$ cat src/design/mba_pkg.sv
// Shared types and constants for the multi-byte accumulator ALU.
// Depends on nothing; every design file refers to it by scoped names.
package mba_pkg;

	// Accumulator size in bytes, from 2 to 8.
	localparam int NUM_BYTES = 8;
	localparam int ACC_W     = 8 * NUM_BYTES;
	localparam int CNT_W     = $clog2(NUM_BYTES);
	localparam int VALUE_W   = 64;

	// Request action codes.
	localparam logic [2:0] ACT_SET   = 3'd0;
	localparam logic [2:0] ACT_CLEAR = 3'd1;
	localparam logic [2:0] ACT_ADD   = 3'd2;
	localparam logic [2:0] ACT_DEC   = 3'd3;
	localparam logic [2:0] ACT_MUL   = 3'd4;
	localparam logic [2:0] ACT_DIV   = 3'd5;

	// Operations of the shared byte unit.
	localparam logic [1:0] UOP_ADD = 2'd0;
	localparam logic [1:0] UOP_MUL = 2'd1;
	localparam logic [1:0] UOP_DIV = 2'd2;

	typedef struct packed {
		logic [2:0]  action;
		logic [63:0] operand_number;
		logic [7:0]  operand_byte;
	} cmd_t;

	typedef struct packed {
		logic [63:0] value;
		logic [7:0]  remainder;
		logic        nonzero;
		logic        divide_error;
	} rsp_t;

	// Control from the sequencer to the byte unit.
	typedef struct packed {
		logic [1:0] op;
		logic [7:0] factor;
	} unit_ctl_t;

endpackage

$ cat src/design/mba_byte_unit.sv
// Shared byte-wide arithmetic unit: add with carry, multiply-accumulate, and
// one 16-by-8 restoring division digit. Depends on mba_pkg.
module mba_byte_unit (
	input  mba_pkg::unit_ctl_t ctl,
	input  logic [7:0]         a,
	input  logic [7:0]         b,
	input  logic [7:0]         carry_in,
	output logic [7:0]         res,
	output logic [7:0]         carry_out
);

	logic [8:0]  sum;
	logic [15:0] prod;
	logic [8:0]  trial;
	logic [7:0]  rem;
	logic [7:0]  quo;

	assign sum  = 9'(a) + 9'(b) + 9'(carry_in[0]);
	assign prod = 16'(a) * 16'(ctl.factor) + 16'(carry_in);

	// The incoming remainder is below the divisor, so the quotient fits a byte.
	always_comb begin
		rem   = carry_in;
		quo   = '0;
		trial = '0;
		for (int k = 7; k >= 0; k--) begin
			trial = {rem, a[k]};
			if (trial >= 9'(ctl.factor)) begin
				trial  = trial - 9'(ctl.factor);
				quo[k] = 1'b1;
			end
			rem = trial[7:0];
		end
	end

	always_comb begin
		unique case (ctl.op)
			mba_pkg::UOP_ADD: begin
				res       = sum[7:0];
				carry_out = 8'(sum[8]);
			end
			mba_pkg::UOP_MUL: begin
				res       = prod[7:0];
				carry_out = prod[15:8];
			end
			mba_pkg::UOP_DIV: begin
				res       = quo;
				carry_out = rem;
			end
			default: begin
				res       = a;
				carry_out = '0;
			end
		endcase
	end

endmodule

$ cat src/design/multibyte_accumulator_alu.sv
// Top level of the multi-byte accumulator ALU: request sequencer, accumulator
// and result register. Depends on mba_pkg and mba_byte_unit.
//
// The block holds one unsigned accumulator of mba_pkg::NUM_BYTES bytes and
// applies one operation per request. A request beat is taken at a rising edge
// where start is high and busy is low. Set, clear, unused action codes and a
// divide by zero finish at once: the result beat follows in the next cycle and
// busy never rises. Add, decrement and multiply walk the accumulator from the
// least significant byte up, and divide walks it from the most significant
// byte down, one byte per cycle through a single shared byte unit; these run
// with busy high, and the result beat appears in the cycle after the last
// byte. The result beat is shown on rsp for exactly one cycle, marked by done,
// and the receiver cannot stall it, so it must capture the beat in that cycle.
// Since done and a low busy coincide, a new request can be issued in the same
// cycle as a result. Decrement is done as adding all ones; add, decrement and
// multiply wrap and drop the final carry. A divide by zero sets divide_error
// and keeps the accumulator. The accumulator clears on reset.
module multibyte_accumulator_alu (
	input  logic          clk,
	input  logic          arst_n,
	input  logic          start,
	output logic          busy,
	input  mba_pkg::cmd_t cmd,
	output logic          done,
	output mba_pkg::rsp_t rsp
);

	localparam logic S_IDLE = 1'b0;
	localparam logic S_RUN  = 1'b1;

	logic                      state_q;
	logic                      done_q;
	logic [mba_pkg::CNT_W-1:0] cnt_q;
	logic [mba_pkg::ACC_W-1:0] acc_q;
	logic [mba_pkg::ACC_W-1:0] num_q;
	logic [1:0]                uop_q;
	logic [7:0]                byte_q;
	logic [7:0]                carry_q;
	mba_pkg::rsp_t             rsp_q;

	logic                      accept;
	logic                      iterate;
	logic                      div_zero;
	logic                      last;
	logic                      lsb_first;
	logic [mba_pkg::ACC_W-1:0] acc_imm;
	logic [mba_pkg::ACC_W-1:0] acc_step;
	logic [mba_pkg::ACC_W-1:0] num_load;
	logic [1:0]                uop_load;
	mba_pkg::unit_ctl_t        unit_ctl;
	logic [7:0]                unit_a;
	logic [7:0]                unit_res;
	logic [7:0]                unit_carry;

	assign busy   = (state_q == S_RUN);
	assign accept = start && !busy;
	assign done   = done_q;
	assign rsp    = rsp_q;
	assign last   = (cnt_q == mba_pkg::CNT_W'(mba_pkg::NUM_BYTES - 1));

	// Decode of a new request: which ones run through the byte unit.
	always_comb begin
		div_zero = (cmd.action == mba_pkg::ACT_DIV) && (cmd.operand_byte == 8'd0);
		iterate  = 1'b0;
		uop_load = mba_pkg::UOP_ADD;
		num_load = cmd.operand_number[mba_pkg::ACC_W-1:0];
		acc_imm  = acc_q;
		unique case (cmd.action)
			mba_pkg::ACT_SET:   acc_imm = mba_pkg::ACC_W'(cmd.operand_byte);
			mba_pkg::ACT_CLEAR: acc_imm = '0;
			mba_pkg::ACT_ADD:   iterate = 1'b1;
			mba_pkg::ACT_DEC: begin
				iterate  = 1'b1;
				num_load = '1;
			end
			mba_pkg::ACT_MUL: begin
				iterate  = 1'b1;
				uop_load = mba_pkg::UOP_MUL;
			end
			mba_pkg::ACT_DIV: begin
				iterate  = !div_zero;
				uop_load = mba_pkg::UOP_DIV;
			end
			default: acc_imm = acc_q;
		endcase
	end

	// Byte selection: the accumulator rotates one byte per cycle, so the byte
	// under work is always at a fixed end of the register.
	assign lsb_first       = (uop_q != mba_pkg::UOP_DIV);
	assign unit_a          = lsb_first ? acc_q[7:0] : acc_q[mba_pkg::ACC_W-1 -: 8];
	assign unit_ctl.op     = uop_q;
	assign unit_ctl.factor = byte_q;
	assign acc_step        = lsb_first ? {unit_res, acc_q[mba_pkg::ACC_W-1:8]}
	                                   : {acc_q[mba_pkg::ACC_W-9:0], unit_res};

	mba_byte_unit u_unit (
		.ctl       (unit_ctl),
		.a         (unit_a),
		.b         (num_q[7:0]),
		.carry_in  (carry_q),
		.res       (unit_res),
		.carry_out (unit_carry)
	);

	// Control state and the accumulator.
	always_ff @(posedge clk or negedge arst_n) begin
		if (!arst_n) begin
			state_q <= S_IDLE;
			done_q  <= 1'b0;
			cnt_q   <= '0;
			acc_q   <= '0;
		end else begin
			done_q <= 1'b0;
			unique case (state_q)
				S_IDLE: begin
					if (accept) begin
						cnt_q <= '0;
						if (iterate) begin
							state_q <= S_RUN;
						end else begin
							acc_q  <= acc_imm;
							done_q <= 1'b1;
						end
					end
				end
				S_RUN: begin
					acc_q <= acc_step;
					cnt_q <= cnt_q + 1'b1;
					if (last) begin
						state_q <= S_IDLE;
						done_q  <= 1'b1;
					end
				end
				default: state_q <= S_IDLE;
			endcase
		end
	end

	// Operand shift register, carry and result beat.
	always_ff @(posedge clk) begin
		if (accept) begin
			uop_q   <= uop_load;
			byte_q  <= cmd.operand_byte;
			num_q   <= num_load;
			carry_q <= '0;
			if (!iterate) begin
				rsp_q.value        <= mba_pkg::VALUE_W'(acc_imm);
				rsp_q.remainder    <= '0;
				rsp_q.nonzero      <= |acc_imm;
				rsp_q.divide_error <= div_zero;
			end
		end else if (busy) begin
			num_q   <= num_q >> 8;
			carry_q <= unit_carry;
			if (last) begin
				rsp_q.value        <= mba_pkg::VALUE_W'(acc_step);
				rsp_q.remainder    <= (uop_q == mba_pkg::UOP_DIV) ? unit_carry : 8'd0;
				rsp_q.nonzero      <= |acc_step;
				rsp_q.divide_error <= 1'b0;
			end
		end
	end

	// A result beat comes only from a request finished at once or the last byte step.
	a_done_source : assert property (@(posedge clk) disable iff (!arst_n)
		done |-> $past(busy ? last : accept))
		else $error("result beat without a finished request");

	// The byte counter steps by one on every cycle of an iterative request.
	a_cnt_step : assert property (@(posedge clk) disable iff (!arst_n)
		(busy && !last) |=> (busy && cnt_q == $past(cnt_q) + 1'b1))
		else $error("byte counter did not advance");

	// A divide by zero leaves the accumulator as it was.
	a_div_zero_keep : assert property (@(posedge clk) disable iff (!arst_n)
		(done && rsp.divide_error) |-> ($stable(acc_q) && rsp.remainder == 8'd0))
		else $error("divide by zero changed the accumulator");

	// The nonzero flag agrees with the reported value.
	a_nonzero : assert property (@(posedge clk) disable iff (!arst_n)
		done |-> (rsp.nonzero == (rsp.value != '0)))
		else $error("nonzero flag disagrees with value");

endmodule

$ cat config.mk
export PLATFORM = sky130hd
export DESIGN_NAME = multibyte_accumulator_alu
export DESIGN_NICKNAME = d
export VERILOG_FILES = /design/src/design/mba_pkg.sv /design/src/design/mba_byte_unit.sv /design/src/design/multibyte_accumulator_alu.sv
export SDC_FILE = /design/constraint.sdc
export NUM_CORES = 1
export LEC_CHECK = 0
export BUFFER_PORTS_ARGS = -buffer_cell sky130_fd_sc_hd__buf_2
export CAP_MARGIN = 30
export CORE_MARGIN = 4
export CORE_UTILIZATION = 55
export CTS_BUF_LIST = sky130_fd_sc_hd__clkbuf_8 sky130_fd_sc_hd__clkbuf_16
export CTS_CLUSTER_DIAMETER = 60
export CTS_CLUSTER_SIZE = 28
export DETAILED_ROUTE_END_ITERATION = 6
export PLACE_DENSITY_LB_ADDON = 0.15
export SLEW_MARGIN = 40
export SYNTH_ARGS = -nofsm -noshare
export SYNTH_HDL_FRONTEND = slang
export SYNTH_SLANG_ARGS = --single-unit
export TNS_END_PERCENT = 5
$ cat constraint.sdc
create_clock -name clk -period 16.18 [get_ports clk]
set_input_delay 3.236 -clock clk [delete_from_list [all_inputs] [get_ports clk]]
set_output_delay 3.236 -clock clk [all_outputs]
set_load 0.05 [all_outputs]
# Yosys cells after proc, flatten, opt, wreduce, memory -nomap -nowiden

Index checks and enable logic that the tools add are counted.

Register bits after elaboration: 225
Bits in latches: 0
Bits in writable memories: 0
ROM bits: 0
Input port bits: 78
Output and inout port bits: 76
Word-level logic and storage cells: 104
Memories kept: 0

$add $sub $neg: 12
$mul: 1
Div/mod/pow operators: 0
$lt $le $gt $ge: 8
Eq/ne operators: 12
Shift operators: 0
Mux-type cells: 44
Bitwise logic cells: 1
Reduce and logical (&&, ||, !) cells: 14

Operators by type and width:

| kind                                                                  | count |
|---|---|
| 64-bit 2-to-1 mux                                                     | 6 |
| 74-bit 2-to-1 mux                                                     | 4 |
| 64-bit one-hot mux with 2 select lines                                | 2 |
| 64-bit OR reduction                                                   | 2 |
| 8-bit 2-to-1 mux                                                      | 10 |
| 9-bit by 8-bit greater-or-equal comparator with 1-bit output          | 8 |
| 8-bit subtractor                                                      | 8 |
| 8-bit one-hot mux with 3 select lines                                 | 2 |
| 16-bit by 8-bit adder with 16-bit output                              | 1 |
| 8-bit by 8-bit multiplier with 16-bit output                          | 1 |
| 1-bit 2-to-1 mux                                                      | 14 |
| 8-bit by 8-bit adder with 9-bit output                                | 1 |
| 9-bit by 1-bit adder with 9-bit output                                | 1 |
| 3-bit equality test, second input constant                            | 3 |
| 8-bit zero test                                                       | 1 |
| 2-bit != test, second input constant                                  | 4 |
| 3-bit by 2-bit equality test with 1-bit output, second input constant | 2 |
| 1-bit one-hot mux with 2 select lines                                 | 3 |
| 3-bit one-hot mux with 2 select lines                                 | 1 |
| 2-bit one-hot mux with 2 select lines                                 | 1 |
| 2-bit nonzero test                                                    | 2 |
| 3-bit by 1-bit adder with 3-bit output, second input constant         | 1 |
| 3-bit by 1-bit equality test with 1-bit output, second input constant | 1 |
| 3-bit zero test                                                       | 1 |
| 10 further kinds                                                      | 12 |

# Longest topological paths before layout

Depth in word-level cells: 24
Depth in mapped cells: 91
Depth with buffers taken out: 86

# Cells and area by module

From an unflattened synthesis, not the netlist that was laid out.

Cell total of the unflattened synthesis: 1,780
Area total of the unflattened synthesis: 16,741.1 um^2

Modules (own cells, without submodules):

| module                    | instances | cells an instance | area an instance (um^2) | sequential area each (um^2) |
|---|---|---|---|---|
| multibyte_accumulator_alu | 1         | 970               | 10,136.0                | 6,331.1 |
| mba_byte_unit             | 1         | 810               | 6,605.1                 | 0.0 |

# Least setup slack after synthesis

No wires, ideal clock.

Path type: reg-to-reg
Start: register uop_q[1]
End: register rsp_q (netlist bit rsp[2]) (data pin)
Library setup time: 0.255 ns
Arrival: 16.654 ns
Required time: 15.925 ns
Setup slack: -0.729 ns
Cell stages (with the launch flop): 91
Cell sequence: edfxtp_1 > clkbuf_1 > nand2b_1 > clkbuf_1 > mux2_2 > inv_1 > ha_1 > inv_1 > fa_1 > a211o_1 > a21o_1 > a21oi_2 > xnor2_1 > a21oi_2 > inv_2 > ha_1 > nand3_1 > nor2_1 > [55 not listed] > a21oi_1 > o221a_4 > nand2_2 > nor2_1 > a21oi_1 > ha_1 > nor2b_1 > o21ai_0 > nand2b_1 > a21o_1 > a21o_1 > a21o_1 > a21oi_1 > o21ai_0 > a21oi_1 > nand3_4 > mux2i_1 > and3_1

Longest elaborated chain between the ends: 23
Elaborated cells on any way between the ends: 38
Those cells by class: add/sub (11); mul (1); order compare (8); eq/ne (3); mux (14); reduce/logical (1)

Ends and longest elaborated chain:

| what                                                                                                    | RTL line                                 | text |
|---|---|---|
| start: declaration                                                                                      | multibyte_accumulator_alu.sv:36          | `logic [1:0] uop_q;` |
| start signal: assignment                                                                                | multibyte_accumulator_alu.sv:143         | `uop_q <= uop_load;` |
| 2-bit != test                                                                                           | multibyte_accumulator_alu.sv:90          | `assign lsb_first = (uop_q != mba_pkg::UOP_DIV);` |
| 8-bit 2-to-1 mux                                                                                        | multibyte_accumulator_alu.sv:91          | `assign unit_a = lsb_first ? acc_q[7:0] : acc_q[mba_pkg::ACC_W-1 -: 8];` |
| 8-bit subtractor / 9-bit by 8-bit greater-or-equal comparator with 1-bit output (equally long branches) | mba_byte_unit.sv:29, mba_byte_unit.sv:28 |  |
| 8-bit 2-to-1 mux                                                                                        | mba_byte_unit.sv:28                      | `if (trial >= 9'(ctl.factor)) begin` |
| 8-bit subtractor / 9-bit by 8-bit greater-or-equal comparator with 1-bit output (equally long branches) | mba_byte_unit.sv:29, mba_byte_unit.sv:28 |  |
| 8-bit 2-to-1 mux                                                                                        | mba_byte_unit.sv:28                      |  |
| 8-bit subtractor / 9-bit by 8-bit greater-or-equal comparator with 1-bit output (equally long branches) | mba_byte_unit.sv:29, mba_byte_unit.sv:28 |  |
| 8-bit 2-to-1 mux                                                                                        | mba_byte_unit.sv:28                      |  |
| [7 not listed]                                                                                          | n/a                                      |  |
| 8-bit 2-to-1 mux                                                                                        | mba_byte_unit.sv:28                      |  |
| 9-bit by 8-bit greater-or-equal comparator with 1-bit output                                            | mba_byte_unit.sv:28                      |  |
| 8-bit 2-to-1 mux                                                                                        | mba_byte_unit.sv:28                      |  |
| 8-bit one-hot mux with 3 select lines                                                                   | mba_byte_unit.sv:37                      | `unique case (ctl.op)` |
| 8-bit 2-to-1 mux *                                                                                      | multibyte_accumulator_alu.sv:158         | `rsp_q.remainder <= (uop_q == mba_pkg::UOP_DIV) ? unit_carry : 8'd0;` |
| 74-bit 2-to-1 mux *                                                                                     | multibyte_accumulator_alu.sv:156         | `if (last) begin` |
| 74-bit 2-to-1 mux *                                                                                     | multibyte_accumulator_alu.sv:153         | `end else if (busy) begin` |
| 74-bit 2-to-1 mux *                                                                                     | multibyte_accumulator_alu.sv:142         | `if (accept) begin` |
| end: declaration                                                                                        | multibyte_accumulator_alu.sv:39          | `mba_pkg::rsp_t rsp_q;` |

Every way passes the cells marked *; elsewhere a longest branch is shown, timed or not. The select of a mux whose other input is x is not followed.
A chain may end at the register's enable or synchronous reset.

# Worst setup path in the final report

Start: register uop_q[0]
End: register rsp_q (netlist bit rsp[4]) (data pin)

Longest elaborated chain between the ends: 23
Elaborated cells on any way between the ends: 36
Those cells by class: add/sub (9); mul (1); order compare (8); eq/ne (3); mux (14); reduce/logical (1)

Ends and longest elaborated chain:

| what                                                                                                    | RTL line |
|---|---|
| 2-bit != test                                                                                           | multibyte_accumulator_alu.sv:90 |
| 8-bit 2-to-1 mux                                                                                        | multibyte_accumulator_alu.sv:91 |
| 8-bit subtractor / 9-bit by 8-bit greater-or-equal comparator with 1-bit output (equally long branches) | mba_byte_unit.sv:29, mba_byte_unit.sv:28 |
| 8-bit 2-to-1 mux                                                                                        | mba_byte_unit.sv:28 |
| 8-bit subtractor / 9-bit by 8-bit greater-or-equal comparator with 1-bit output (equally long branches) | mba_byte_unit.sv:29, mba_byte_unit.sv:28 |
| 8-bit 2-to-1 mux                                                                                        | mba_byte_unit.sv:28 |
| 8-bit subtractor / 9-bit by 8-bit greater-or-equal comparator with 1-bit output (equally long branches) | mba_byte_unit.sv:29, mba_byte_unit.sv:28 |
| 8-bit 2-to-1 mux                                                                                        | mba_byte_unit.sv:28 |
| [7 not listed]                                                                                          | n/a |
| 8-bit 2-to-1 mux                                                                                        | mba_byte_unit.sv:28 |
| 9-bit by 8-bit greater-or-equal comparator with 1-bit output / 8-bit subtractor (equally long branches) | mba_byte_unit.sv:28, mba_byte_unit.sv:29 |
| 8-bit 2-to-1 mux                                                                                        | mba_byte_unit.sv:28 |
| 8-bit one-hot mux with 3 select lines                                                                   | mba_byte_unit.sv:37 |
| 8-bit 2-to-1 mux *                                                                                      | multibyte_accumulator_alu.sv:158 |
| 74-bit 2-to-1 mux *                                                                                     | multibyte_accumulator_alu.sv:156 |
| 74-bit 2-to-1 mux *                                                                                     | multibyte_accumulator_alu.sv:153 |
| 74-bit 2-to-1 mux *                                                                                     | multibyte_accumulator_alu.sv:142 |

Marked as above.

==> results.toml <==
[logic_synthesis]
yosys_register_bits = 225
yosysWarningCount = 0
synth_top_area_frac = 0.271
synthTopCellsByCount = "nand2_1, o21ai_0, edfxtp_1, nor2_1, inv_1"
synth_area_sq_um = 16400
synth_cell_types = 81
synthMostInstantiatedCell = "nand2_1"
seq_area_frac_synth = 0.386
synth_edf_count = 148
yosysTopAreaCell = "edfxtp_1"
ys.flop_type = "edfxtp_1"
synth_nets = 1982
syn_avg_cell_area_sq_um = 9.47
postSynthCellCount = 1733
synth_area_leaders = "edfxtp_1, dfrtp_1, ha_1"
synth-async-reset-ratio = 0.307

[timing]
slew_viol_final = 0
max_freq_ghz = 0.0654
hold_viol_final = 0
min_period_ns = 15.29
slew_headroom = 0.411
period_share = 0.945
setup_violations = 0
worst_slew_pin_slew_ns = 0.884
skew_ns = 0.0345

[placed_design]
place_area_sq_um = 18100
hpwlAfterDp_microns = 35500
place_congestion = 0.930
place_inst = 2273
port_buffers = 153

[critical_path]
startpoint = "uop_q[0]"
path_max_fanout = 6
crit_cells = 87
reg2reg_depth = 87
crit_family = "compound AO/OA/AOI/OAI gates"
reg2reg_from = "uop_q[0]"
crit_top_cell = "o21ai_1"
critPathArrivalTime_ns = 15.57
crit_required_ns = 16.45
worst_setup_path_end_kind = "register"
r2r_end = "rsp[4]"
crit_buf_inv = 8
slowest_delay_ns = 0.40
r2r_slack_ns = 0.89
crit_slowest_cell = "or4_1"
crit_type = "reg2reg"
crit_path_start_kind = "register"
crit_end = "rsp[4]"

[route]
viasPerCell = 5.97
drt_iter0_markers = 1108
routedWlPerCell_microns = 21.0
drcViolationCount = 0
drt-pass1-iter-count = 6
antenna_left = 0
routed_wl_microns = 48800
dr_total_vias = 13900

[final_layout]
fin_nets = 2170
n_fill_cell = 2426
final_area_sq_um = 19200
area_growth_syn_to_layout_pct = 17.1
drive_above_1_share = 0.222
final-instance-count-excl-fill = 2326

[die]
die_y_microns = 181
num_rows = 62
die-width_microns = 181
start_util = 0.564
die-area_sq_um = 32700
pin_count = 154
core_area_sq_um = 29100

[clock_network]
cts_tree = "yes"
cts_buffer_depth = 3
numCtsBuffers = 25
h-tree-depth = 1
clk_pin_slew_ns = 0.07
insertion_delay_ns = 0.56
numClockSinks = 225
cts_root_buf = "clkbuf_16"

[hold_path]
holdCritPathClass = "reg2reg"

[global_routing]
grt_overflow_total = 0
grt_pass1_vias = 13700
track_usage = 0.291
antenna_found_initial = 2
grt_max_degree = 106
grt_pass1_wl_microns = 76500

[run_status]
outcome = "finished clean"

[flow_run]
drv_cap = 0
## worst reg2reg max path: cells and delay by family (launching register included)
family                     cells  cell delay (ns)
muxes                          5             1.57
and+or+nand+nor               21             2.68
AOI/OAI and AO/OA             43             7.28
DFF                            1             0.38
adders and majority gates      9             2.30
buffers and inverters          8             0.69
xor gates and xnor gates       1             0.08
## placed cells by master (no fill, tap or decap), types with 5 or more instances in the layout
| cell | Yosys | routed |
|---|---|---|
| mux2i_1 | 74 | 68 |
| ha_1 | 117 | 114 |
| nor3b_1 | 5 | 5 |
| o21bai_1 | 12 | 12 |
| nand4_1 | 10 | 10 |
| nor4_1 | 15 | 15 |
| buf_4 | 0 | 78 |
| edfxtp_1 | 148 | 148 |
| dfxtp_1 | 8 | 8 |
| buf_6 | 0 | 5 |
| nand2_1 | 279 | 275 |
| a211oi_1 | 11 | 10 |
| nand2_2 | 1 | 5 |
| a31o_2 | 49 | 49 |
| nor2_1 | 148 | 145 |
| a21oi_2 | 4 | 13 |
| inv_1 | 130 | 128 |
| o21ai_0 | 163 | 151 |
| a21oi_1 | 70 | 60 |
| o21ai_1 | 1 | 11 |
| clkbuf_16 | 0 | 25 |
| mux4_2 | 6 | 6 |
| buf_2 | 2 | 153 |
| mux2i_2 | 1 | 7 |
| xnor2_1 | 40 | 40 |
| a21o_1 | 18 | 18 |
| mux2_2 | 20 | 17 |
| xor2_1 | 15 | 15 |
| fa_1 | 54 | 53 |
| nor3_1 | 21 | 20 |
| nor2b_1 | 20 | 19 |
| o21a_1 | 8 | 8 |
| a22o_1 | 11 | 11 |
| dfrtp_1 | 69 | 69 |
| nand3_1 | 15 | 13 |
| nand2b_1 | 15 | 15 |
| o221ai_1 | 10 | 8 |
## logic make-up after synthesis
group / after synthesis / share of synthesized area
buffers and inverters: 211 / 0.0484
AO/OA/AOI/OAI: 414 / 0.168
AND/OR/NAND/NOR: 556 / 0.146
XOR/XNOR: 55 / 0.0293
flip-flops: 225 / 0.386
multiplexers: 101 / 0.0679
adder cells (fa/ha/maj): 171 / 0.155
## layer usage
layer,vias to the layer above,global-route usage,wire [microns],part of all wire
met3,111,0.0382,3160,0.065
met2,577,0.491,23600,0.48
met1,6688,0.394,20100,0.41
met5,-,0,0,0
li1,6509,-,-,-
met4,0,0.0926,1920,0.039
## metrics by stage
stage / setup TNS (ns) / worst slack, ns / hold slack (ns) / utilization
after global placement: 0 / 0.358 / 0.481 / 0.620
after CTS: 0 / 0.0519 / 0.500 / 0.653
after global routing: -0.776 / -0.0989 / 0.523 / 0.661
final: 0 / 0.885 / 0.500 / 0.661
after detailed placement: 0 / 0.0643 / 0.481 / 0.623
after floorplan: 0 / 0.0127 / 0.454 / -
## registers in the layout, summed over array words and instances (netlist names)
register	count
rsp	74
cnt_q	3
busy	1
num_q	64
acc_q	64
done	1
carry_q	8
uop_q	2
byte_q	8
## final cells by class
cell class	count	area, sq um	share of cell area
inverter	133	499	0.0260
sequential	225	6330	0.329
tap	384	480	0.0250
antenna	2	5.00	0.000260
timing repair buffer	239	1480	0.0771
clock buffer	25	626	0.0325
clock inverter	21	236	0.0123
multi-input combinational	1297	9560	0.497
## how the worst min path moves through the flow
stage,from,endpoint,cells past startpoint
detailed placement,cnt_q[0],cnt_q[0],1
global route,num_q[30],num_q[22],2
floorplan,cnt_q[0],cnt_q[0],1
global placement,cnt_q[0],cnt_q[0],1
finish,cnt_q[0],cnt_q[0],1
CTS,cnt_q[0],cnt_q[0],1
## what timing repair did
item / 4_1_cts / 5_1_grt
setup buffers: 1 / 4
resized for setup: 2 / 47
endpoints found under the setup margin: 10 / 19
hold buffers: 0 / 0
cloned: 0 / 0
pin swaps: 2 / 19
Power is left out: the tool's default activity adds up to more than one toggle a clock period on the data nets, which glitch-free logic cannot reach.
